$ cat src/rtl/feas_pkg.sv
`timescale 1ns / 1ps
// Shared types, codes and constants of the flash erase area sequencer.
// No dependencies; every other file of the block uses this package.
package feas_pkg;

    localparam int ADDR_W = 32;
    localparam int SS_W   = 17;
    localparam int BS_W   = 25;
    localparam int KIND_W = 3;
    localparam int CFG_IDX_W = 2;
    localparam int CNT_W  = $clog2(ADDR_W);

    // register reset values
    localparam logic [ADDR_W-1:0] CHIP_SIZE_RST   = 32'd16777216;
    localparam logic [SS_W-1:0]   SECTOR_SIZE_RST = 17'd4096;
    localparam logic [BS_W-1:0]   BLOCK_SIZE_RST  = 25'd65536;

    // register indexes
    localparam logic [CFG_IDX_W-1:0] CFG_CHIP_SIZE   = 2'd0;
    localparam logic [CFG_IDX_W-1:0] CFG_SECTOR_SIZE = 2'd1;
    localparam logic [CFG_IDX_W-1:0] CFG_BLOCK_SIZE  = 2'd2;

    // operation codes of an input beat
    localparam logic OPER_REQUEST = 1'b0;
    localparam logic OPER_ACK     = 1'b1;

    // result kinds
    localparam logic [KIND_W-1:0] KIND_UNLOCK = 3'd0;
    localparam logic [KIND_W-1:0] KIND_SECTOR = 3'd1;
    localparam logic [KIND_W-1:0] KIND_BLOCK  = 3'd2;
    localparam logic [KIND_W-1:0] KIND_OK     = 3'd3;
    localparam logic [KIND_W-1:0] KIND_ERR    = 3'd4;

    // datapath register operations
    localparam int OP_W = 3;
    localparam logic [OP_W-1:0] OP_NONE   = 3'd0;
    localparam logic [OP_W-1:0] OP_LOAD   = 3'd1;
    localparam logic [OP_W-1:0] OP_SEC    = 3'd2;
    localparam logic [OP_W-1:0] OP_SPB    = 3'd3;
    localparam logic [OP_W-1:0] OP_TOTAL  = 3'd4;
    localparam logic [OP_W-1:0] OP_HEAD   = 3'd5;
    localparam logic [OP_W-1:0] OP_COMMIT = 3'd6;

    // divider operand selects
    localparam int DSEL_W = 3;
    localparam logic [DSEL_W-1:0] DSEL_START = 3'd0;
    localparam logic [DSEL_W-1:0] DSEL_SPB   = 3'd1;
    localparam logic [DSEL_W-1:0] DSEL_LEN   = 3'd2;
    localparam logic [DSEL_W-1:0] DSEL_HEAD  = 3'd3;
    localparam logic [DSEL_W-1:0] DSEL_BLK   = 3'd4;

    typedef struct packed {
        logic                operation;
        logic [ADDR_W-1:0]   base_addr;
        logic [ADDR_W-1:0]   erase_len;
        logic                ack_ok;
    } in_item_t;

    typedef struct packed {
        logic [KIND_W-1:0]   kind;
        logic [ADDR_W-1:0]   target_index;
    } out_item_t;

    // controller -> datapath
    typedef struct packed {
        logic [OP_W-1:0]     op;
        logic [KIND_W-1:0]   kind;
        logic                div_go;
        logic [DSEL_W-1:0]   div_sel;
    } cmd_t;

    // datapath -> controller
    typedef struct packed {
        logic is_ack;
        logic job_busy;
        logic ack_ok;
        logic range_err;
        logic ss_zero;
        logic div_done;
        logic rem_nz;
        logic quot_zero;
        logic head_nz;
        logic rest_gt_spb;
        logic rest_nz;
        logic out_free;
    } sts_t;

endpackage

$ cat src/rtl/flash_erase_area_sequencer_top.sv
`timescale 1ns / 1ps
// Flash erase area sequencer, top level: controller plus datapath.
// Depends on feas_pkg, feas_ctrl, feas_dpath (which holds feas_div).
//
// One beat is taken at a time. An acknowledgement beat that arrives while a
// job runs puts its result on the output (when it erases a whole block, the
// block number comes from the divider); one with no job running gives no
// result. An erase request runs up to four divisions on one shared divider
// that makes one quotient bit per cycle; a valid request runs all four. The
// next beat is accepted right after the result is loaded into the output
// register, even while that result is still stalled.
module flash_erase_area_sequencer_top
(
    input  logic                              clk,
    input  logic                              rst_n,
    input  logic                              cfg_we,
    input  logic [feas_pkg::CFG_IDX_W-1:0]    cfg_index,
    input  logic [feas_pkg::ADDR_W-1:0]       cfg_data,
    input  logic                              in_valid,
    output logic                              in_stall,
    input  feas_pkg::in_item_t                in_data,
    output logic                              out_valid,
    input  logic                              out_stall,
    output feas_pkg::out_item_t               out_data
);

    feas_pkg::cmd_t cmd;
    feas_pkg::sts_t sts;

    feas_ctrl u_ctrl
    (
        .clk      (clk),
        .rst_n    (rst_n),
        .in_valid (in_valid),
        .in_stall (in_stall),
        .sts      (sts),
        .cmd      (cmd)
    );

    feas_dpath u_dpath
    (
        .clk       (clk),
        .rst_n     (rst_n),
        .cfg_we    (cfg_we),
        .cfg_index (cfg_index),
        .cfg_data  (cfg_data),
        .in_data   (in_data),
        .out_stall (out_stall),
        .out_valid (out_valid),
        .out_data  (out_data),
        .cmd       (cmd),
        .sts       (sts)
    );

endmodule

$ cat src/rtl/feas_div.sv
`timescale 1ns / 1ps
// Restoring radix-2 divider, one quotient bit per cycle, quotient and remainder held.
// Depends on feas_pkg.
module feas_div
(
    input  logic                          clk,
    input  logic                          rst_n,
    input  logic                          go,
    input  logic [feas_pkg::ADDR_W-1:0]   dividend,
    input  logic [feas_pkg::ADDR_W-1:0]   divisor,
    output logic                          done,
    output logic [feas_pkg::ADDR_W-1:0]   quot,
    output logic [feas_pkg::ADDR_W-1:0]   rem
);

    localparam int W = feas_pkg::ADDR_W;
    localparam logic [feas_pkg::CNT_W-1:0] LAST = feas_pkg::CNT_W'(W - 1);

    logic                          busy_reg, busy_next;
    logic                          done_reg, done_next;
    logic [feas_pkg::CNT_W-1:0]    cnt_reg, cnt_next;
    logic [W-1:0]                  quot_reg, quot_next;
    logic [W-1:0]                  rem_reg, rem_next;
    logic [W-1:0]                  dsr_reg, dsr_next;
    logic [W:0]                    shifted;
    logic [W:0]                    diff;

    always_comb
    begin
        shifted   = {rem_reg, quot_reg[W-1]};
        diff      = shifted - {1'b0, dsr_reg};
        busy_next = busy_reg;
        done_next = 1'b0;
        cnt_next  = cnt_reg;
        quot_next = quot_reg;
        rem_next  = rem_reg;
        dsr_next  = dsr_reg;
        if (go)
        begin
            busy_next = 1'b1;
            cnt_next  = '0;
            quot_next = dividend;
            rem_next  = '0;
            dsr_next  = divisor;
        end
        else if (busy_reg)
        begin
            // no borrow: divisor fits, keep the difference
            if (!diff[W])
            begin
                rem_next  = diff[W-1:0];
                quot_next = {quot_reg[W-2:0], 1'b1};
            end
            else
            begin
                rem_next  = shifted[W-1:0];
                quot_next = {quot_reg[W-2:0], 1'b0};
            end
            cnt_next = cnt_reg + 1'b1;
            if (cnt_reg == LAST)
            begin
                busy_next = 1'b0;
                done_next = 1'b1;
            end
        end
    end

    always_ff @(posedge clk or negedge rst_n)
    begin
        if (!rst_n)
        begin
            busy_reg <= 1'b0;
            done_reg <= 1'b0;
            cnt_reg  <= '0;
        end
        else
        begin
            busy_reg <= busy_next;
            done_reg <= done_next;
            cnt_reg  <= cnt_next;
        end
    end

    always_ff @(posedge clk)
    begin
        quot_reg <= quot_next;
        rem_reg  <= rem_next;
        dsr_reg  <= dsr_next;
    end

    assign done = done_reg;
    assign quot = quot_reg;
    assign rem  = rem_reg;

endmodule

$ cat src/rtl/feas_dpath.sv
`timescale 1ns / 1ps
// Datapath: configuration registers, job registers, shared divider and output register.
// Depends on feas_pkg and feas_div.
module feas_dpath
(
    input  logic                              clk,
    input  logic                              rst_n,
    input  logic                              cfg_we,
    input  logic [feas_pkg::CFG_IDX_W-1:0]    cfg_index,
    input  logic [feas_pkg::ADDR_W-1:0]       cfg_data,
    input  feas_pkg::in_item_t                in_data,
    input  logic                              out_stall,
    output logic                              out_valid,
    output feas_pkg::out_item_t               out_data,
    input  feas_pkg::cmd_t                    cmd,
    output feas_pkg::sts_t                    sts
);

    localparam int AW = feas_pkg::ADDR_W;
    localparam int SW = feas_pkg::SS_W;
    localparam int BW = feas_pkg::BS_W;

    // configuration
    logic [AW-1:0] chip_reg;
    logic [SW-1:0] ss_reg;
    logic [BW-1:0] bs_reg;

    // captured beat
    logic          oper_reg;
    logic [AW-1:0] start_reg;
    logic [AW-1:0] len_reg;
    logic          ok_reg;

    // job state
    logic          phase_reg, phase_next;
    logic [AW-1:0] cur_reg, cur_next;
    logic [BW-1:0] head_reg, head_next;
    logic [AW-1:0] rest_reg, rest_next;
    logic [BW-1:0] spb_reg, spb_next;
    logic [AW-1:0] sec_reg, sec_next;
    logic [AW-1:0] total_reg, total_next;

    logic                      oval_reg, oval_next;
    feas_pkg::out_item_t       odata_reg, odata_next;

    logic [AW-1:0] div_a, div_b, div_q, div_r;
    logic          div_done;
    logic [AW-1:0] spb_ext, sum, head_raw;
    logic          rem_nz;

    feas_div u_div
    (
        .clk      (clk),
        .rst_n    (rst_n),
        .go       (cmd.div_go),
        .dividend (div_a),
        .divisor  (div_b),
        .done     (div_done),
        .quot     (div_q),
        .rem      (div_r)
    );

    assign spb_ext  = {{(AW-BW){1'b0}}, spb_reg};
    assign sum      = start_reg + len_reg;
    assign rem_nz   = (div_r != '0);
    assign head_raw = spb_ext - div_r;

    always_comb
    begin
        case (cmd.div_sel)
            feas_pkg::DSEL_START:
            begin
                div_a = start_reg;
                div_b = {{(AW-SW){1'b0}}, ss_reg};
            end
            feas_pkg::DSEL_SPB:
            begin
                div_a = {{(AW-BW){1'b0}}, bs_reg};
                div_b = {{(AW-SW){1'b0}}, ss_reg};
            end
            feas_pkg::DSEL_LEN:
            begin
                div_a = len_reg;
                div_b = {{(AW-SW){1'b0}}, ss_reg};
            end
            feas_pkg::DSEL_HEAD:
            begin
                div_a = sec_reg;
                div_b = spb_ext;
            end
            feas_pkg::DSEL_BLK:
            begin
                div_a = cur_reg;
                div_b = spb_ext;
            end
            default:
            begin
                div_a = cur_reg;
                div_b = spb_ext;
            end
        endcase
    end

    always_comb
    begin
        phase_next = phase_reg;
        cur_next   = cur_reg;
        head_next  = head_reg;
        rest_next  = rest_reg;
        spb_next   = spb_reg;
        sec_next   = sec_reg;
        total_next = total_reg;
        oval_next  = oval_reg & out_stall;
        odata_next = odata_reg;
        case (cmd.op)
            feas_pkg::OP_LOAD:
            begin
                // a new request drops any running job
                if (in_data.operation == feas_pkg::OPER_REQUEST)
                begin
                    phase_next = 1'b0;
                    cur_next   = '0;
                    head_next  = '0;
                    rest_next  = '0;
                    spb_next   = '0;
                end
            end
            feas_pkg::OP_SEC:
            begin
                sec_next = div_q;
            end
            feas_pkg::OP_SPB:
            begin
                spb_next = div_q[BW-1:0];
            end
            feas_pkg::OP_TOTAL:
            begin
                total_next = div_q + {{(AW-1){1'b0}}, rem_nz};
            end
            feas_pkg::OP_HEAD:
            begin
                // remainder is below spb, so head_raw fits in BW bits
                if (head_raw >= total_reg)
                    head_next = total_reg[BW-1:0];
                else
                    head_next = head_raw[BW-1:0];
            end
            feas_pkg::OP_COMMIT:
            begin
                oval_next         = 1'b1;
                odata_next.kind   = cmd.kind;
                odata_next.target_index = '0;
                case (cmd.kind)
                    feas_pkg::KIND_UNLOCK:
                    begin
                        phase_next = 1'b1;
                        cur_next   = sec_reg;
                        rest_next  = total_reg - {{(AW-BW){1'b0}}, head_reg};
                    end
                    feas_pkg::KIND_SECTOR:
                    begin
                        odata_next.target_index = cur_reg;
                        cur_next = cur_reg + 1'b1;
                        if (head_reg != '0)
                            head_next = head_reg - 1'b1;
                        else
                            rest_next = rest_reg - 1'b1;
                    end
                    feas_pkg::KIND_BLOCK:
                    begin
                        odata_next.target_index = div_q;
                        cur_next  = cur_reg + spb_ext;
                        rest_next = rest_reg - spb_ext;
                    end
                    default:
                    begin
                        phase_next = 1'b0;
                        cur_next   = '0;
                        head_next  = '0;
                        rest_next  = '0;
                        spb_next   = '0;
                    end
                endcase
            end
            default:
            begin
            end
        endcase
    end

    always_ff @(posedge clk or negedge rst_n)
    begin
        if (!rst_n)
        begin
            chip_reg  <= feas_pkg::CHIP_SIZE_RST;
            ss_reg    <= feas_pkg::SECTOR_SIZE_RST;
            bs_reg    <= feas_pkg::BLOCK_SIZE_RST;
            phase_reg <= 1'b0;
            cur_reg   <= '0;
            head_reg  <= '0;
            rest_reg  <= '0;
            spb_reg   <= '0;
            oval_reg  <= 1'b0;
        end
        else
        begin
            if (cfg_we)
            begin
                case (cfg_index)
                    feas_pkg::CFG_CHIP_SIZE:   chip_reg <= cfg_data;
                    feas_pkg::CFG_SECTOR_SIZE: ss_reg   <= cfg_data[SW-1:0];
                    feas_pkg::CFG_BLOCK_SIZE:  bs_reg   <= cfg_data[BW-1:0];
                    default:
                    begin
                    end
                endcase
            end
            phase_reg <= phase_next;
            cur_reg   <= cur_next;
            head_reg  <= head_next;
            rest_reg  <= rest_next;
            spb_reg   <= spb_next;
            oval_reg  <= oval_next;
        end
    end

    always_ff @(posedge clk)
    begin
        if (cmd.op == feas_pkg::OP_LOAD)
        begin
            oper_reg  <= in_data.operation;
            start_reg <= in_data.base_addr;
            len_reg   <= in_data.erase_len;
            ok_reg    <= in_data.ack_ok;
        end
        sec_reg   <= sec_next;
        total_reg <= total_next;
        odata_reg <= odata_next;
    end

    always_comb
    begin
        sts.is_ack      = (oper_reg == feas_pkg::OPER_ACK);
        sts.job_busy    = phase_reg;
        sts.ack_ok      = ok_reg;
        sts.range_err   = (sum > chip_reg);
        sts.ss_zero     = (ss_reg == '0);
        sts.div_done    = div_done;
        sts.rem_nz      = rem_nz;
        sts.quot_zero   = (div_q == '0);
        sts.head_nz     = (head_reg != '0);
        sts.rest_gt_spb = (spb_reg != '0) && (rest_reg > spb_ext);
        sts.rest_nz     = (rest_reg != '0);
        sts.out_free    = !oval_reg || !out_stall;
    end

    assign out_valid = oval_reg;
    assign out_data  = odata_reg;

endmodule

$ cat src/rtl/feas_ctrl.sv
`timescale 1ns / 1ps
// Controller state machine: sequences checks, divisions and result commits.
// Depends on feas_pkg.
module feas_ctrl
(
    input  logic              clk,
    input  logic              rst_n,
    input  logic              in_valid,
    output logic              in_stall,
    input  feas_pkg::sts_t    sts,
    output feas_pkg::cmd_t    cmd
);

    localparam int ST_W = 4;
    localparam logic [ST_W-1:0] ST_IDLE      = 4'd0;
    localparam logic [ST_W-1:0] ST_CHECK     = 4'd1;
    localparam logic [ST_W-1:0] ST_DIV_START = 4'd2;
    localparam logic [ST_W-1:0] ST_DIV_SPB   = 4'd3;
    localparam logic [ST_W-1:0] ST_DIV_LEN   = 4'd4;
    localparam logic [ST_W-1:0] ST_DIV_HEAD  = 4'd5;
    localparam logic [ST_W-1:0] ST_DIV_BLK   = 4'd6;
    localparam logic [ST_W-1:0] ST_EMIT      = 4'd7;

    logic [ST_W-1:0]               state_reg, state_next;
    logic [feas_pkg::KIND_W-1:0]   kind_reg, kind_next;

    always_comb
    begin
        state_next  = state_reg;
        kind_next   = kind_reg;
        cmd.op      = feas_pkg::OP_NONE;
        cmd.kind    = kind_reg;
        cmd.div_go  = 1'b0;
        cmd.div_sel = feas_pkg::DSEL_START;
        case (state_reg)
            ST_IDLE:
            begin
                if (in_valid)
                begin
                    cmd.op     = feas_pkg::OP_LOAD;
                    state_next = ST_CHECK;
                end
            end
            ST_CHECK:
            begin
                if (sts.is_ack)
                begin
                    if (!sts.job_busy)
                        state_next = ST_IDLE;
                    else if (!sts.ack_ok)
                    begin
                        kind_next  = feas_pkg::KIND_ERR;
                        state_next = ST_EMIT;
                    end
                    else if (sts.head_nz)
                    begin
                        kind_next  = feas_pkg::KIND_SECTOR;
                        state_next = ST_EMIT;
                    end
                    else if (sts.rest_gt_spb)
                    begin
                        cmd.div_go  = 1'b1;
                        cmd.div_sel = feas_pkg::DSEL_BLK;
                        state_next  = ST_DIV_BLK;
                    end
                    else if (sts.rest_nz)
                    begin
                        kind_next  = feas_pkg::KIND_SECTOR;
                        state_next = ST_EMIT;
                    end
                    else
                    begin
                        kind_next  = feas_pkg::KIND_OK;
                        state_next = ST_EMIT;
                    end
                end
                else if (sts.range_err || sts.ss_zero)
                begin
                    kind_next  = feas_pkg::KIND_ERR;
                    state_next = ST_EMIT;
                end
                else
                begin
                    cmd.div_go  = 1'b1;
                    cmd.div_sel = feas_pkg::DSEL_START;
                    state_next  = ST_DIV_START;
                end
            end
            ST_DIV_START:
            begin
                if (sts.div_done)
                begin
                    cmd.op = feas_pkg::OP_SEC;
                    if (sts.rem_nz)
                    begin
                        kind_next  = feas_pkg::KIND_ERR;
                        state_next = ST_EMIT;
                    end
                    else
                    begin
                        cmd.div_go  = 1'b1;
                        cmd.div_sel = feas_pkg::DSEL_SPB;
                        state_next  = ST_DIV_SPB;
                    end
                end
            end
            ST_DIV_SPB:
            begin
                if (sts.div_done)
                begin
                    cmd.op = feas_pkg::OP_SPB;
                    if (sts.quot_zero)
                    begin
                        kind_next  = feas_pkg::KIND_ERR;
                        state_next = ST_EMIT;
                    end
                    else
                    begin
                        cmd.div_go  = 1'b1;
                        cmd.div_sel = feas_pkg::DSEL_LEN;
                        state_next  = ST_DIV_LEN;
                    end
                end
            end
            ST_DIV_LEN:
            begin
                // the head division reads sec and spb, already latched
                if (sts.div_done)
                begin
                    cmd.op      = feas_pkg::OP_TOTAL;
                    cmd.div_go  = 1'b1;
                    cmd.div_sel = feas_pkg::DSEL_HEAD;
                    state_next  = ST_DIV_HEAD;
                end
            end
            ST_DIV_HEAD:
            begin
                if (sts.div_done)
                begin
                    cmd.op     = feas_pkg::OP_HEAD;
                    kind_next  = feas_pkg::KIND_UNLOCK;
                    state_next = ST_EMIT;
                end
            end
            ST_DIV_BLK:
            begin
                if (sts.div_done)
                begin
                    kind_next  = feas_pkg::KIND_BLOCK;
                    state_next = ST_EMIT;
                end
            end
            ST_EMIT:
            begin
                // block number stays in the divider until the commit
                cmd.div_sel = feas_pkg::DSEL_BLK;
                if (sts.out_free)
                begin
                    cmd.op     = feas_pkg::OP_COMMIT;
                    state_next = ST_IDLE;
                end
            end
            default:
            begin
                state_next = ST_IDLE;
            end
        endcase
    end

    always_ff @(posedge clk or negedge rst_n)
    begin
        if (!rst_n)
        begin
            state_reg <= ST_IDLE;
            kind_reg  <= feas_pkg::KIND_OK;
        end
        else
        begin
            state_reg <= state_next;
            kind_reg  <= kind_next;
        end
    end

    assign in_stall = (state_reg != ST_IDLE);

endmodule
$ cat config.mk
export PLATFORM = sky130hd
export DESIGN_NAME = flash_erase_area_sequencer_top
export DESIGN_NICKNAME = d
export VERILOG_FILES = /design/src/rtl/feas_pkg.sv /design/src/rtl/flash_erase_area_sequencer_top.sv /design/src/rtl/feas_div.sv /design/src/rtl/feas_dpath.sv /design/src/rtl/feas_ctrl.sv
export SDC_FILE = /design/constraint.sdc
export NUM_CORES = 1
export LEC_CHECK = 0
export BUFFER_PORTS_ARGS = -buffer_cell sky130_fd_sc_hd__buf_2
export CAP_MARGIN = 40
export CELL_PAD_IN_SITES_DETAIL_PLACEMENT = 0
export CELL_PAD_IN_SITES_GLOBAL_PLACEMENT = 2
export CORE_MARGIN = 2
export CORE_UTILIZATION = 40
export DETAILED_ROUTE_END_ITERATION = 8
export HOLD_SLACK_MARGIN = 0.05
export PLACE_DENSITY_LB_ADDON = 0.1
export SYNTH_ARGS = -nofsm -noshare
export SYNTH_HDL_FRONTEND = slang
export SYNTH_SLANG_ARGS = --single-unit
$ cat constraint.sdc
create_clock -name clk -period 6.5 [get_ports clk]
set_clock_uncertainty 0.15 [all_clocks]
set_input_delay 0.65 -clock clk [delete_from_list [all_inputs] [get_ports clk]]
set_output_delay 0.65 -clock clk [all_outputs]
set_load 0.005 [all_outputs]
Yosys cells after proc, flatten, opt, wreduce, memory -nomap -nowiden
Index checks and enable logic that the tools add are counted. W data, S select, Z words.

Flip-flop bits (word level): 465. Output and inout port bits: 37. Word-level logic and storage cells: 198. Input port bits: 105.

Bitwise logic cells: 1. Equal/unequal tests: 40. Reductions and logical operators: 36. Order comparisons: 3. Add/sub/neg operators: 11. Muxes and demuxes: 81.

Operators by type and width (count): $pmux W32 S2 (3); $pmux W32 S3 (2); $mux W32 (5); $pmux W25 S3 (2); $pmux W32 S4 (1); $mux W25 (4); $mux W4 (21); $reduce_bool A32 Y1 (2); $sub A32 B25 Y32 (2); $mux W3 (17); $pmux W25 S2 (1); $reduce_bool A25 Y1 (2); $sub A33 B32 Y33 (1); $add A32 B1 Y32 (1); $add A32 B1 Y32 const B (1); $add A32 B25 Y32 (1); $add A32 B32 Y32 (1); $ge A32 B32 Y1 (1); $gt A32 B25 Y1 (1); $gt A32 B32 Y1 (1); $logic_not A32 Y1 (1); $sub A25 B32 Y32 (1); $sub A32 B1 Y32 const B (1); $pmux W3 S5 (2); other kinds (43) (97).

Logic depth before layout (Yosys ltp)
Gate-level depths: netlist of the first run.

Word-level depth: 11. Depth in mapped cells: 25. Gate-level depth less buffers: 24.

Hierarchy
A second synthesis of the first run with hierarchy kept.

Cells, all modules: 3320. Area, all modules: 31976.9 um^2.

By module, submodules not included: feas_dpath (area each 25154.1 um^2, seq. area each 9713.1 um^2, cells an instance 2645, times used 1); feas_div (area each 6174.7 um^2, seq. area each 2737.6 um^2, cells an instance 589, times used 1); feas_ctrl (area each 648.1 um^2, seq. area each 152.6 um^2, cells an instance 86, times used 1).

Least setup slack after synthesis of the first run
OpenSTA, ideal clock, no wires.

Path type: reg2reg. From: register u_dpath.len_reg[1]. To: register u_dpath.u_div.quot_reg[0], in the netlist u_dpath.u_div.quot[0] (enable). Buffers on the path: 1. Data required time: 5975 ps. Arrival: 5293 ps. Stages on the path, launching flop included: 22. Setup time: 375 ps. Slack: 682 ps. Clock period less this slack: 5818 ps. Cells stage by stage: edfxtp_1 ha_1 a211oi_1 nor2_1 o31a_1 a221o_1 a31o_2 a41o_1 a21oi_1 o21ai_0 mux2_2 a221oi_1 ha_1 a21o_1 a21o_1 a2111oi_0 o211ai_1 nor3_1 a211oi_1 o21ai_4 buf_4 or2_2.

Word-level cells in the longest chain between the ends: 7.

RTL lines: start, declared (RTL line feas_dpath.sv:31) `logic [AW-1:0] len_reg;`; start signal, assigned (RTL line feas_dpath.sv:233) `len_reg <= in_data.erase_len;`; $add A32 B32 Y32 (RTL line feas_dpath.sv:64) `assign sum = start_reg + len_reg;`; $gt A32 B32 Y1 (RTL line feas_dpath.sv:246) `sts.range_err = (sum > chip_reg);`; $logic_or A1 B1 Y1 (RTL line feas_ctrl.sv:77) `else if (sts.range_err || sts.ss_zero)`; $mux W4 (RTL line feas_ctrl.sv:77); $mux W4 (RTL line feas_ctrl.sv:46) `if (sts.is_ack)`; $pmux W1 S4 (RTL line feas_ctrl.sv:35) `case (state_reg)`; $reduce_bool A2 Y1 (no source line); end signal, assigned (RTL line feas_div.sv:86) `quot_reg <= quot_next;`; end, declared (RTL line feas_div.sv:22) `logic [W-1:0] quot_reg, quot_next;`.

No other way between the ends. A chain may end at the register's enable or synchronous reset.

Final worst setup path of the first run
From: register u_dpath.len_reg[1]. To: register u_dpath.u_div.quot_reg[2], in the netlist u_dpath.u_div.quot[2] (data pin).

Word-level cells in the longest chain between the ends: 7.

RTL lines: $add A32 B32 Y32 (RTL line feas_dpath.sv:64); $gt A32 B32 Y1 (RTL line feas_dpath.sv:246); $logic_or A1 B1 Y1 (RTL line feas_ctrl.sv:77); $mux W4 (RTL line feas_ctrl.sv:77); $mux W4 (RTL line feas_ctrl.sv:46); $pmux W1 S4 (RTL line feas_ctrl.sv:35); $mux W32 (RTL line feas_div.sv:38) `if (go)`; named net u_dpath.u_div.quot_next[2] (RTL line feas_div.sv:22).

The timed path passes the listed nets, and every way through them passes these cells.

==> results of run 1 <==
cells in the mapped netlist (all sizes together), types with 32 or more instances:
cell type / number / area [um2]
o21ai: 254 / 1290
nand4: 40 / 250.2
a222oi: 45 / 450.4
edfxtp: 222 / 6666
o22ai: 35 / 219.0
nor2: 243 / 917.1
a22o: 33 / 289.0
dfxtp: 32 / 640.6
a21o: 86 / 645.6
nand2: 305 / 1145
mux2: 73 / 822.0
dfrtp: 198 / 4955
xnor2: 141 / 1235
clkbuf: 97 / 364.1
nor4: 44 / 281.5
nand3: 56 / 280.3
ha: 226 / 2828
xor2: 58 / 508.0
a21oi: 191 / 955.9
nor3: 73 / 375.4
inv: 247 / 927.1
cell usage in the layout, fill, tap and decap left out, drive strengths merged, types with 27 or more instances in the layout:
cell type	instances
buf	229
a21oi	191
a211oi	30
nand4	40
a21o	86
o21a	27
clkbuf	73
a31oi	27
xnor2	141
dfxtp	32
dfrtp	198
mux2	73
a22oi	28
nor4	44
o22ai	35
nand3	56
nand2b	27
nand2	305
xor2	58
o21ai	254
or3	30
nor2	243
a222oi	45
inv	251
dlygate4sd3	68
nor3	73
a22o	33
edfxtp	222
ha	226
power groups by stage:
stage | combinational (uW) | clock [uW] | sequential [uW]
CTS | 7490 | 3420 | 4830
detailed placement | 7400 | 0 | 4880
floorplan | 5270 | 0 | 4410
global route | 8290 | 3540 | 4940
finish | 7530 | 3340 | 4860
global placement | 7240 | 0 | 4860
per-layer routing:
layer	GRT usage, %	up-vias
li1	-	12330
met1	38.19	12880
met2	45.53	817
met3	2.787	129
met4	9.272	0
met5	0	-
per-stage QoR:
stage | setup WS [ps] | instance area, um2 | power [uW]
finish | 274.3 | 35150 | 15730
global route | 1.992 | 35150 | 16770
CTS | 15.03 | 35100 | 15740
detailed placement | -140.2 | 32430 | 12280
global placement | -26.55 | 32250 | 12090
floorplan | 682.4 | 30120 | 9687
how the worst max path moves through the flow:
| stage | start | endpoint | slack, ps | cells after the start |
|---|---|---|---|---|
| final | u_dpath.len_reg[1] | u_dpath.u_div.quot[2] | 270 | 24 |
| after global routing | u_dpath.len_reg[0] | u_dpath.u_div.quot[2] | 2 | 28 |
| after CTS | u_dpath.len_reg[0] | u_dpath.u_div.quot[12] | 20 | 28 |
| after detailed placement | u_dpath.len_reg[1] | u_dpath.u_div.quot[2] | -140 | 24 |
| after global placement | u_dpath.len_reg[1] | u_dpath.u_div.quot[2] | -30 | 24 |
| after floorplan | u_dpath.len_reg[1] | u_dpath.u_div.quot[0] | 680 | 21 |
kinds of logic (layout without fill, tap and decap cells):
logic type | Yosys count | in the layout | share of synthesized area, %
multiplexers | 96 | 96 | 3.493
adder cells (fa/ha/maj) | 232 | 232 | 9.786
AND/OR/NAND/NOR | 915 | 915 | 14.23
XOR/XNOR | 199 | 199 | 5.786
buffers and inverters | 370 | 650 | 4.747
flip-flops | 457 | 457 | 41.14
AO/OA/AOI/OAI | 941 | 941 | 20.82
what timing repair did:
item | in CTS | in global routing
pin swaps | 0 | 1
hold buffers | 68 | 0
setup buffers | 0 | 0
gates cloned | 1 | 0
hold endpoints to repair | 162 | 0
gates resized for setup | 2 | 11
setup endpoints to repair | 40 | 131
worst reg2reg max path, cell delays in order, from the launching register on:
cell and delay [ps]:
edfxtp_1 420, ha_1 340, a211oi_1 290, nor2_1 130
o31a_1 290, a221o_1 410, a31o_2 280, a41o_1 290
a21oi_2 200, o21ai_1 150, mux2_2 290, a221oi_1 240
ha_1 310, a21o_1 160, a21o_1 180, a2111oi_2 380
o211ai_1 180, nor3_2 280, a211oi_1 90, buf_4 170
o21ai_4 150, buf_12 170, buf_16 230, o21ai_0 180
o22ai_1 130
layout make-up:
type,instances,area (um2),area share [%]
clock buffer,73,1505,4.283
timing repair buffer,298,2257,6.422
tap,969,1212,3.450
multi-input combinational,2383,16410,46.69
sequential,457,12390,35.27
inverter,248,930.9,2.649
clock inverter,31,435.4,1.239
==> flow_summary_export.csv, run 1 <==
group,metric,value,unit
worst_setup_path,r2r_setup_slack,270,ps
detailed_routing,wl_met2,50430,um
clock_network,path_clk_slew,60,ps
finish,fill_cells,7032,
job,cap_violations,0,
worst_setup_path,crit_slowest_cell,"edfxtp_1",
floorplanning,die_area,77520,um2
worst_setup_path,end_kind,"flop",
finish,final_net_count,3780,
worst_setup_path,worstPathCellList,"ha_1, a211oi_1, nor2_1, o31a_1, a221o_1, a31o_2, a41o_1, a21oi_2, o21ai_1, mux2_2, a221oi_1, ha_1, a21o_1, a21o_1, a2111oi_2, o211ai_1, nor3_2, a211oi_1, buf_4, o21ai_4, buf_12, buf_16, o21ai_0, o22ai_1",
power_and_ir_drop,combPwrFrac,47.9,%
sta,finalCritPeriodShare,95.78,%
sta,setup_viol,0,
placement,globalplace.congestion,0.9433,
clock_network,cts_tree,"built",
floorplanning,initial_core_util,40.46,%
synthesis,ys_ff_latch,457,
floorplanning,fp-row-count,100,
detailed_routing,drt_iter0_drc,2085,
sta,slew_viol_final,0,
worst_setup_path,path_class,"reg2reg",
min_path,holdPathStages,3,
sta,layout_min_cycle_time,6226,ps
finish,syn2layout_area_growth,16.67,%
detailed_routing,ant_nets,0,
run_status,status,"completed",
power_and_ir_drop,p_leak,0.01493,uW
sta,hold_ws,81.20,ps
synthesis,syn_inst,3210,
synthesis,async_reset_ff_share,44.42,%
sta,fin_setup_tns,0,ps
detailed_routing,wl_met1,48800,um
finish,diodes,0,
sta,hold_viol,0,
placement,place_hpwl,83130,um
detailed_routing,vias,26160,
detailed_routing,drtPass1Iterations,6,
sta,slew_headroom,36.48,%
worst_setup_path,crit_arrival,6540,ps
power_and_ir_drop,ir_worst_vdd,0.2367,mV
power_and_ir_drop,switchingPower,6888,uW
global_route,grt_pass1_vias,26010,
synthesis,synth_area_per_cell,9.384,um2
power_and_ir_drop,pwr-share-clk,21.2,%
worst_setup_path,reg2reg_to,"u_dpath.u_div.quot[2]",
worst_setup_path,critPathBufInv,3,
worst_setup_path,reg2reg_from,"u_dpath.len_reg[1]",
synthesis,yosysUniqueCellTypes,87,
synthesis,synth_ff_type,"edfxtp_1",
power_and_ir_drop,powerDensity,447.7,nW/um2
global_route,grt_start_max_net_pins,108,
floorplanning,die_h,278.4,um
synthesis,ys_seq_area_share,41.14,%
sta,rsz0062_at_grt,"false",
clock_network,htree_num_levels,2,
detailed_routing,wl_per_cell,24.35,um
worst_setup_path,critPathTopFamily,"compound AO/OA/AOI/OAI gates",
worst_setup_path,critPathMaxStageDelay,420,ps
detailed_routing,drcViolationCount,0,
sta,tightest_slew,952.7,ps
clock_network,clockRootBuffer,"clkbuf_16",
floorplanning,io_pins,142,
worst_setup_path,cp_max_fo,40,
detailed_routing,wl_met3,5611,um
placement,port_buffers,141,
detailed_routing,totalWireLength,108600,um
synthesis,yosys_warnings,0,
worst_setup_path,start_kind,"flop",
worst_setup_path,r2r_cells,24,
global_route,antenna_found_initial,2,
clock_network,cts_buffers,55,
min_path,min_to,"u_dpath.chip_reg[30]",
finish,drive_gt1_share,12.38,%
synthesis,syn_nets,3547,
floorplanning,coreArea,74450,um2
power_and_ir_drop,p_sw_share,43.78,%
finish,final_core_util,47.21,%
min_path,hold_start,"cfg_data[30]",
detailed_routing,via_per_inst,5.867,
clock_network,cts.sinks,457,
finish,fin_cells,4459,
placement,placedCellCount,4286,
floorplanning,die_w,278.4,um
worst_setup_path,worstPathRequired,6820,ps
global_route,gr-total-overflow,0,
clock_network,clk_latency,640,ps
power_and_ir_drop,p_seq_share,30.9,%
global_route,track_usage,27.70,%
detailed_routing,dr.max_layer_used,"met4",
min_path,min_path_type,"in2reg",
synthesis,synth_edf_count,222,
global_route,grt_pass1_wl,163800,um
synthesis,mappedNetlistArea,30120,um2
finish,largest_reg_flops,35,
clock_network,clock_path_buffers,3,
sta,fmax,160.6,MHz
power_and_ir_drop,p_int,8846,uW
(Power assumes the default switching activity.)
==> run 2, diff against run 1 <==
MAX_ROUTING_LAYER = met4   (was unset)
==> flow_summary_export.csv, run 2 (synthesized netlist as in run 1, its figures left out) <==
group,metric,value,unit
clock_network,clockRootBuffer,"clkbuf_16",
clock_network,cts_buffers,55,
sta,layout_min_cycle_time,6160,ps
sta,tightest_slew,1019,ps
worst_setup_path,r2r_setup_slack,340,ps
floorplanning,die_area,77520,um2
detailed_routing,wl_per_cell,24.46,um
power_and_ir_drop,p_leak,0.01490,uW
min_path,min_path_type,"in2reg",
run_status,status,"completed",
finish,final_net_count,3782,
worst_setup_path,critPathBufInv,5,
clock_network,cts.sinks,457,
clock_network,clk_latency,630,ps
worst_setup_path,end_kind,"flop",
finish,stdcell_area,35050,um2
finish,diodes,0,
sta,fmax,162.3,MHz
power_and_ir_drop,powerDensity,445.3,nW/um2
sta,setup_slack,340.2,ps
power_and_ir_drop,combPwrFrac,48.5,%
floorplanning,die_w,278.4,um
detailed_routing,drcViolationCount,0,
worst_setup_path,cp_max_fo,39,
detailed_routing,via_per_inst,5.863,
worst_setup_path,start_kind,"flop",
detailed_routing,drt_iter0_drc,2023,
worst_setup_path,reg2reg_from,"u_dpath.len_reg[1]",
detailed_routing,drtPass1Iterations,8,
floorplanning,coreArea,74450,um2
clock_network,cts_tree,"built",
clock_network,postCtsSetupRepairBufs,0,
finish,mostFrequentLayoutCell,"nand2_1",
finish,layout_common_cells,"305 x nand2_1, 247 x o21ai_0, 246 x inv_1",
global_route,antenna_found_initial,1,
sta,slew_headroom,32.04,%
sta,rsz0062_at_grt,"false",
worst_setup_path,path_depth,24,
placement,placed_area,32510,um2
power_and_ir_drop,switchingPower,6911,uW
worst_setup_path,cp_common_cell,"buf_4",
finish,drive_gt1_share,12.78,%
sta,fin_setup_tns,0,ps
worst_setup_path,crit_slowest_cell,"edfxtp_1",
detailed_routing,ant_nets,0,
global_route,grt_start_max_net_pins,104,
worst_setup_path,path_class,"reg2reg",
floorplanning,fp-row-count,100,
clock_network,htree_num_levels,2,
clock_network,path_clk_slew,60,ps
worst_setup_path,reg2reg_to,"u_dpath.u_div.dsr_reg[23]",
power_and_ir_drop,p_seq_share,31.1,%
sta,finalCritPeriodShare,94.77,%
global_route,grt_pass1_vias,25840,
worst_setup_path,critPathMaxStageDelay,410,ps
global_route,track_usage,28.73,%
floorplanning,io_pins,142,
placement,place_hpwl,83690,um
clock_network,clock_path_buffers,3,
worst_setup_path,worstPathCellList,"ha_1, a211oi_1, nor2_1, o31a_1, a221o_1, a31o_2, a41o_1, a21oi_2, o21ai_1, mux2_2, a221oi_1, ha_1, a21o_1, a21o_1, a2111oi_2, o211ai_1, nor3_2, buf_4, a211oi_1, buf_4, o21ai_4, buf_12, buf_4, buf_12",
worst_setup_path,crit_path_start,"u_dpath.len_reg[1]",
placement,place_worst_setup_slack,7.444,ps
power_and_ir_drop,pwr-share-clk,20.5,%
power_and_ir_drop,p_sw_share,44.28,%
worst_setup_path,crit_arrival,6320,ps
power_and_ir_drop,p_int,8697,uW
floorplanning,initial_core_util,40.46,%
sta,slew_viol_final,0,
placement,globalplace.congestion,0.9184,
sta,hold_viol,0,
placement,port_buffers,141,
global_route,gr-total-overflow,0,
worst_setup_path,r2r_cells,24,
detailed_routing,totalWireLength,109100,um
power_and_ir_drop,ir_worst_vdd,0.2145,mV
sta,setup_viol,0,
floorplanning,die_h,278.4,um
job,cap_violations,0,
finish,syn2layout_area_growth,16.35,%
worst_setup_path,crit_path_end,"u_dpath.u_div.dsr_reg[23]",
detailed_routing,vias,26150,
worst_setup_path,worstPathRequired,6660,ps
finish,fill_cells,7184,
worst_setup_path,critPathTopFamily,"compound AO/OA/AOI/OAI gates",
finish,largest_reg_flops,35,
global_route,grt_pass1_wl,164800,um
run 2: worst min-delay path by stage:
stage                        from                    end  slack (ps)  cells after the start
5_1_grt               in_data[22]    u_dpath.len_reg[21]          50                      1
6_report             cfg_data[31]   u_dpath.chip_reg[31]          90                      3
3_5_place_dp    u_dpath.bs_reg[5]      u_dpath.bs_reg[5]         350                      1
4_1_cts               in_data[53]  u_dpath.start_reg[20]          50                      1
3_3_place_gp   u_dpath.bs_reg[23]     u_dpath.bs_reg[23]         340                      1
2_1_floorplan               rst_n     u_ctrl.kind_reg[2]         200                      0
run 2: area by class of cell:
cell class	count	area [um2]	share of cell area, %
clock inverters	30	334.1	0.9532
multi-input cells	2383	16420	46.85
flip-flops and latches	457	12390	35.36
repair buffers	300	2241	6.394
well taps	969	1212	3.459
clock buffers	73	1515	4.323
inverters	248	930.9	2.656
run 2: tightest hold or removal path, cell delays in order:
cell     delay [ps]
buf_2            70
nand2_1          40
o21ai_0          60
run 2: what timing repair did:
item | 4_1_cts | 5_1_grt
hold buffers | 63 | 0
setup endpoints to repair | 15 | 130
gates resized for setup | 2 | 12
hold endpoints to repair | 114 | 0
gates cloned | 0 | 0
pin swaps | 0 | 3
run 2: stage by stage:
stage | cells | hold WS [ps] | util [%] | power, uW
floorplan | 3210 | 204.4 | - | 9687
global placement | 4285 | 339.0 | 43.46 | 12170
detailed placement | 4294 | 345.8 | 43.67 | 12330
CTS | 4460 | 52.73 | 47.01 | 15630
global route | 4460 | 54.13 | 47.08 | 16660
finish | 4460 | 85.87 | 47.08 | 15610
run 2: routing by layer:
layer  track usage, %  wire length [um]
met1            38.28             49060
met2            46.12             50880
met3            2.896              5448
met4            9.106              3725
met5                -                 0
run 2: power by group through the flow:
stage	sequential, uW	clock [uW]	combinational, uW
after global routing	4940	3380	8340
after detailed placement	4870	0	7460
after CTS	4820	3270	7540
final	4850	3190	7570
after floorplan	4410	0	5270
after global placement	4860	0	7310
==> run 3, diff against run 2 <==
clock period = 5.8 ns   (was 6.5 ns; I/O delays follow)
==> flow_summary_export.csv, run 3 (synthesized netlist as in run 1, its figures left out) <==
group,metric,value,unit
worst_setup_path,start_kind,"flop",
worst_setup_path,reg2reg_from,"u_dpath.start_reg[0]",
clock_network,clk_latency,650,ps
sta,setup_slack,17.28,ps
sta,slew_viol_final,0,
finish,layout_common_cells,"304 x nand2_1, 243 x inv_1, 234 x nor2_1",
worst_setup_path,r2r_setup_slack,20,ps
worst_setup_path,cp_max_fo,14,
min_path,holdPathStages,3,
min_path,min_path_type,"in2reg",
sta,hold_ws,69.74,ps
global_route,grt_pass1_wl,166500,um
job,cap_violations,0,
sta,hold_viol,0,
power_and_ir_drop,switchingPower,7861,uW
finish,multi_input_area,16830,um2
power_and_ir_drop,combPwrFrac,48.0,%
floorplanning,fp-row-count,100,
power_and_ir_drop,p_leak,0.01554,uW
clock_network,cts.sinks,457,
placement,port_buffers,141,
finish,diodes,0,
detailed_routing,via_per_inst,5.844,
sta,fmax,172.9,MHz
sta,finalCritPeriodShare,99.70,%
power_and_ir_drop,report.power.total,18120,uW
sta,tightest_slew,1050,ps
worst_setup_path,crit_slowest_cell,"edfxtp_1",
clock_network,clock_path_buffers,3,
placement,placedCellCount,4339,
finish,fill_cells,6956,
worst_setup_path,path_class,"reg2reg",
clock_network,clockRootBuffer,"clkbuf_16",
global_route,antenna_found_initial,2,
min_path,min_to,"u_dpath.chip_reg[21]",
worst_setup_path,crit_arrival,5990,ps
floorplanning,io_pins,142,
global_route,gr-total-overflow,0,
finish,regArea,12390,um2
finish,final_core_util,49.04,%
worst_setup_path,critPathTopFamily,"compound AO/OA/AOI/OAI gates",
detailed_routing,drt_iter0_drc,2280,
detailed_routing,drtPass1Iterations,6,
detailed_routing,ant_nets,0,
worst_setup_path,critPathBufInv,4,
worst_setup_path,r2r_cells,23,
finish,drive_gt1_share,16.49,%
sta,slew_headroom,30.00,%
power_and_ir_drop,p_int,10250,uW
placement,globalplace.congestion,0.9240,
power_and_ir_drop,powerDensity,496.2,nW/um2
power_and_ir_drop,pwr-share-clk,21.7,%
detailed_routing,vias,26610,
power_and_ir_drop,ir_worst_vdd,0.2634,mV
floorplanning,die_area,77520,um2
power_and_ir_drop,p_sw_share,43.39,%
floorplanning,initial_core_util,40.46,%
sta,rsz0062_at_grt,"true",
finish,largest_reg_flops,35,
clock_network,cts_tree,"built",
worst_setup_path,reg2reg_to,"u_dpath.u_div.dsr_reg[22]",
floorplanning,die_w,278.4,um
run_status,status,"completed",
floorplanning,coreArea,74450,um2
global_route,grt_start_max_net_pins,116,
finish,final_net_count,3875,
worst_setup_path,worstPathRequired,6010,ps
min_path,hold_start,"cfg_data[21]",
worst_setup_path,end_kind,"flop",
detailed_routing,wl_per_cell,24.55,um
placement,place_worst_setup_slack,-755.0,ps
worst_setup_path,worstPathCellList,"ha_2, buf_4, a211oi_4, nor2_4, o31a_1, a221o_1, a31o_2, a41o_4, a21oi_4, o21ai_2, mux2_4, a221oi_2, ha_1, a21o_1, a21o_1, a2111oi_4, o211ai_1, nor3_2, a211oi_2, o21ai_4, buf_12, buf_16, buf_4",
sta,layout_min_cycle_time,5783,ps
clock_network,path_clk_slew,60,ps
power_and_ir_drop,p_seq_share,30.3,%
finish,syn2layout_area_growth,21.20,%
sta,setup_viol,0,
global_route,grt_pass1_vias,26360,
floorplanning,die_h,278.4,um
global_route,track_usage,29.16,%
finish,fin_cells,4554,
worst_setup_path,critPathMaxStageDelay,410,ps
clock_network,htree_num_levels,2,
placement,place_hpwl,85120,um
detailed_routing,drcViolationCount,0,
detailed_routing,totalWireLength,111800,um
finish,mostFrequentLayoutCell,"nand2_1",
clock_network,cts_buffers,56,
run 3: changes by cell type in the layout (fill, tap and decap cells not counted), sizes merged:
cell | previous run | this run
bufinv | 5 | 12
clkinv | 18 | 19
inv | 252 | 250
buf | 237 | 307
dlygate4sd3 | 63 | 81
clkinvlp | 3 | 6
clkbuf | 73 | 70
run 3: stage by stage:
| step | cell area [um2] | TNS (ps) |
|---|---|---|
| 3_5_place_dp | 32770 | -92090 |
| 6_report | 36510 | 0 |
| 2_1_floorplan | 30130 | 0 |
| 4_1_cts | 35910 | 0 |
| 5_1_grt | 36510 | -25150 |
| 3_3_place_gp | 32740 | -80850 |
run 3: worst max path at each step:
| stage | from | to | slack (ps) | depth (start not counted) |
|---|---|---|---|---|
| 2_1_floorplan | u_dpath.len_reg[1] | u_dpath.u_div.quot[0] | 160 | 21 |
| 3_3_place_gp | u_dpath.len_reg[0] | u_dpath.u_div.quot[27] | -690 | 28 |
| 3_5_place_dp | u_dpath.len_reg[0] | u_dpath.u_div.quot[25] | -760 | 28 |
| 4_1_cts | u_dpath.len_reg[2] | u_dpath.u_div.quot[28] | 8 | 23 |
| 5_1_grt | u_dpath.start_reg[1] | u_dpath.u_div.dsr_reg[11] | -240 | 22 |
| 6_report | u_dpath.start_reg[0] | u_dpath.u_div.dsr_reg[22] | 20 | 23 |
run 3: cell type report:
type / count / share of cell area, %
clock buffer: 66 / 4.078
multi-input combinational: 2383 / 46.09
inverter: 248 / 2.550
tap: 969 / 3.321
timing repair buffer: 392 / 8.482
sequential: 457 / 33.95
clock inverter: 39 / 1.535
run 3: repair_timing:
action	4_1_cts	5_1_grt
buffers inserted	9	15
endpoints found under the hold margin	167	0
endpoints found under the setup margin	133	134
resized for setup	31	100
pin swaps	20	38
cloned	3	3
hold buffers	81	0
run 3: worst register-to-register path, cell delays in order, from the launching register on:
cell	delay, ps
edfxtp_1	410
ha_2	220
buf_4	140
a211oi_4	240
nor2_4	60
o31a_1	270
a221o_1	380
a31o_2	290
a41o_4	240
a21oi_4	170
o21ai_2	100
mux2_4	310
a221oi_2	200
ha_1	290
a21o_1	160
a21o_1	180
a2111oi_4	340
o211ai_1	170
nor3_2	270
a211oi_2	90
o21ai_4	270
buf_12	180
buf_16	190
buf_4	190
run 3: power groups by stage:
stage	Clock, uW	Combinational (uW)	Sequential [uW]
final	3930	8700	5480
after global placement	0	8140	5470
after detailed placement	0	8250	5480
after CTS	3990	8410	5430
after floorplan	0	5910	4950
after global routing	4120	9590	5570
run 3: metal layers:
metal  vias up  wire [um]  share of wire (%)  track usage (%)
li1      12500          -                  -                -
met1     13170      50290                 45            38.72
met2       802      52870                 47            47.40
met3       148       5188                4.6            2.779
met4         0       3452                3.1            8.552
met5         -          0                  0                -
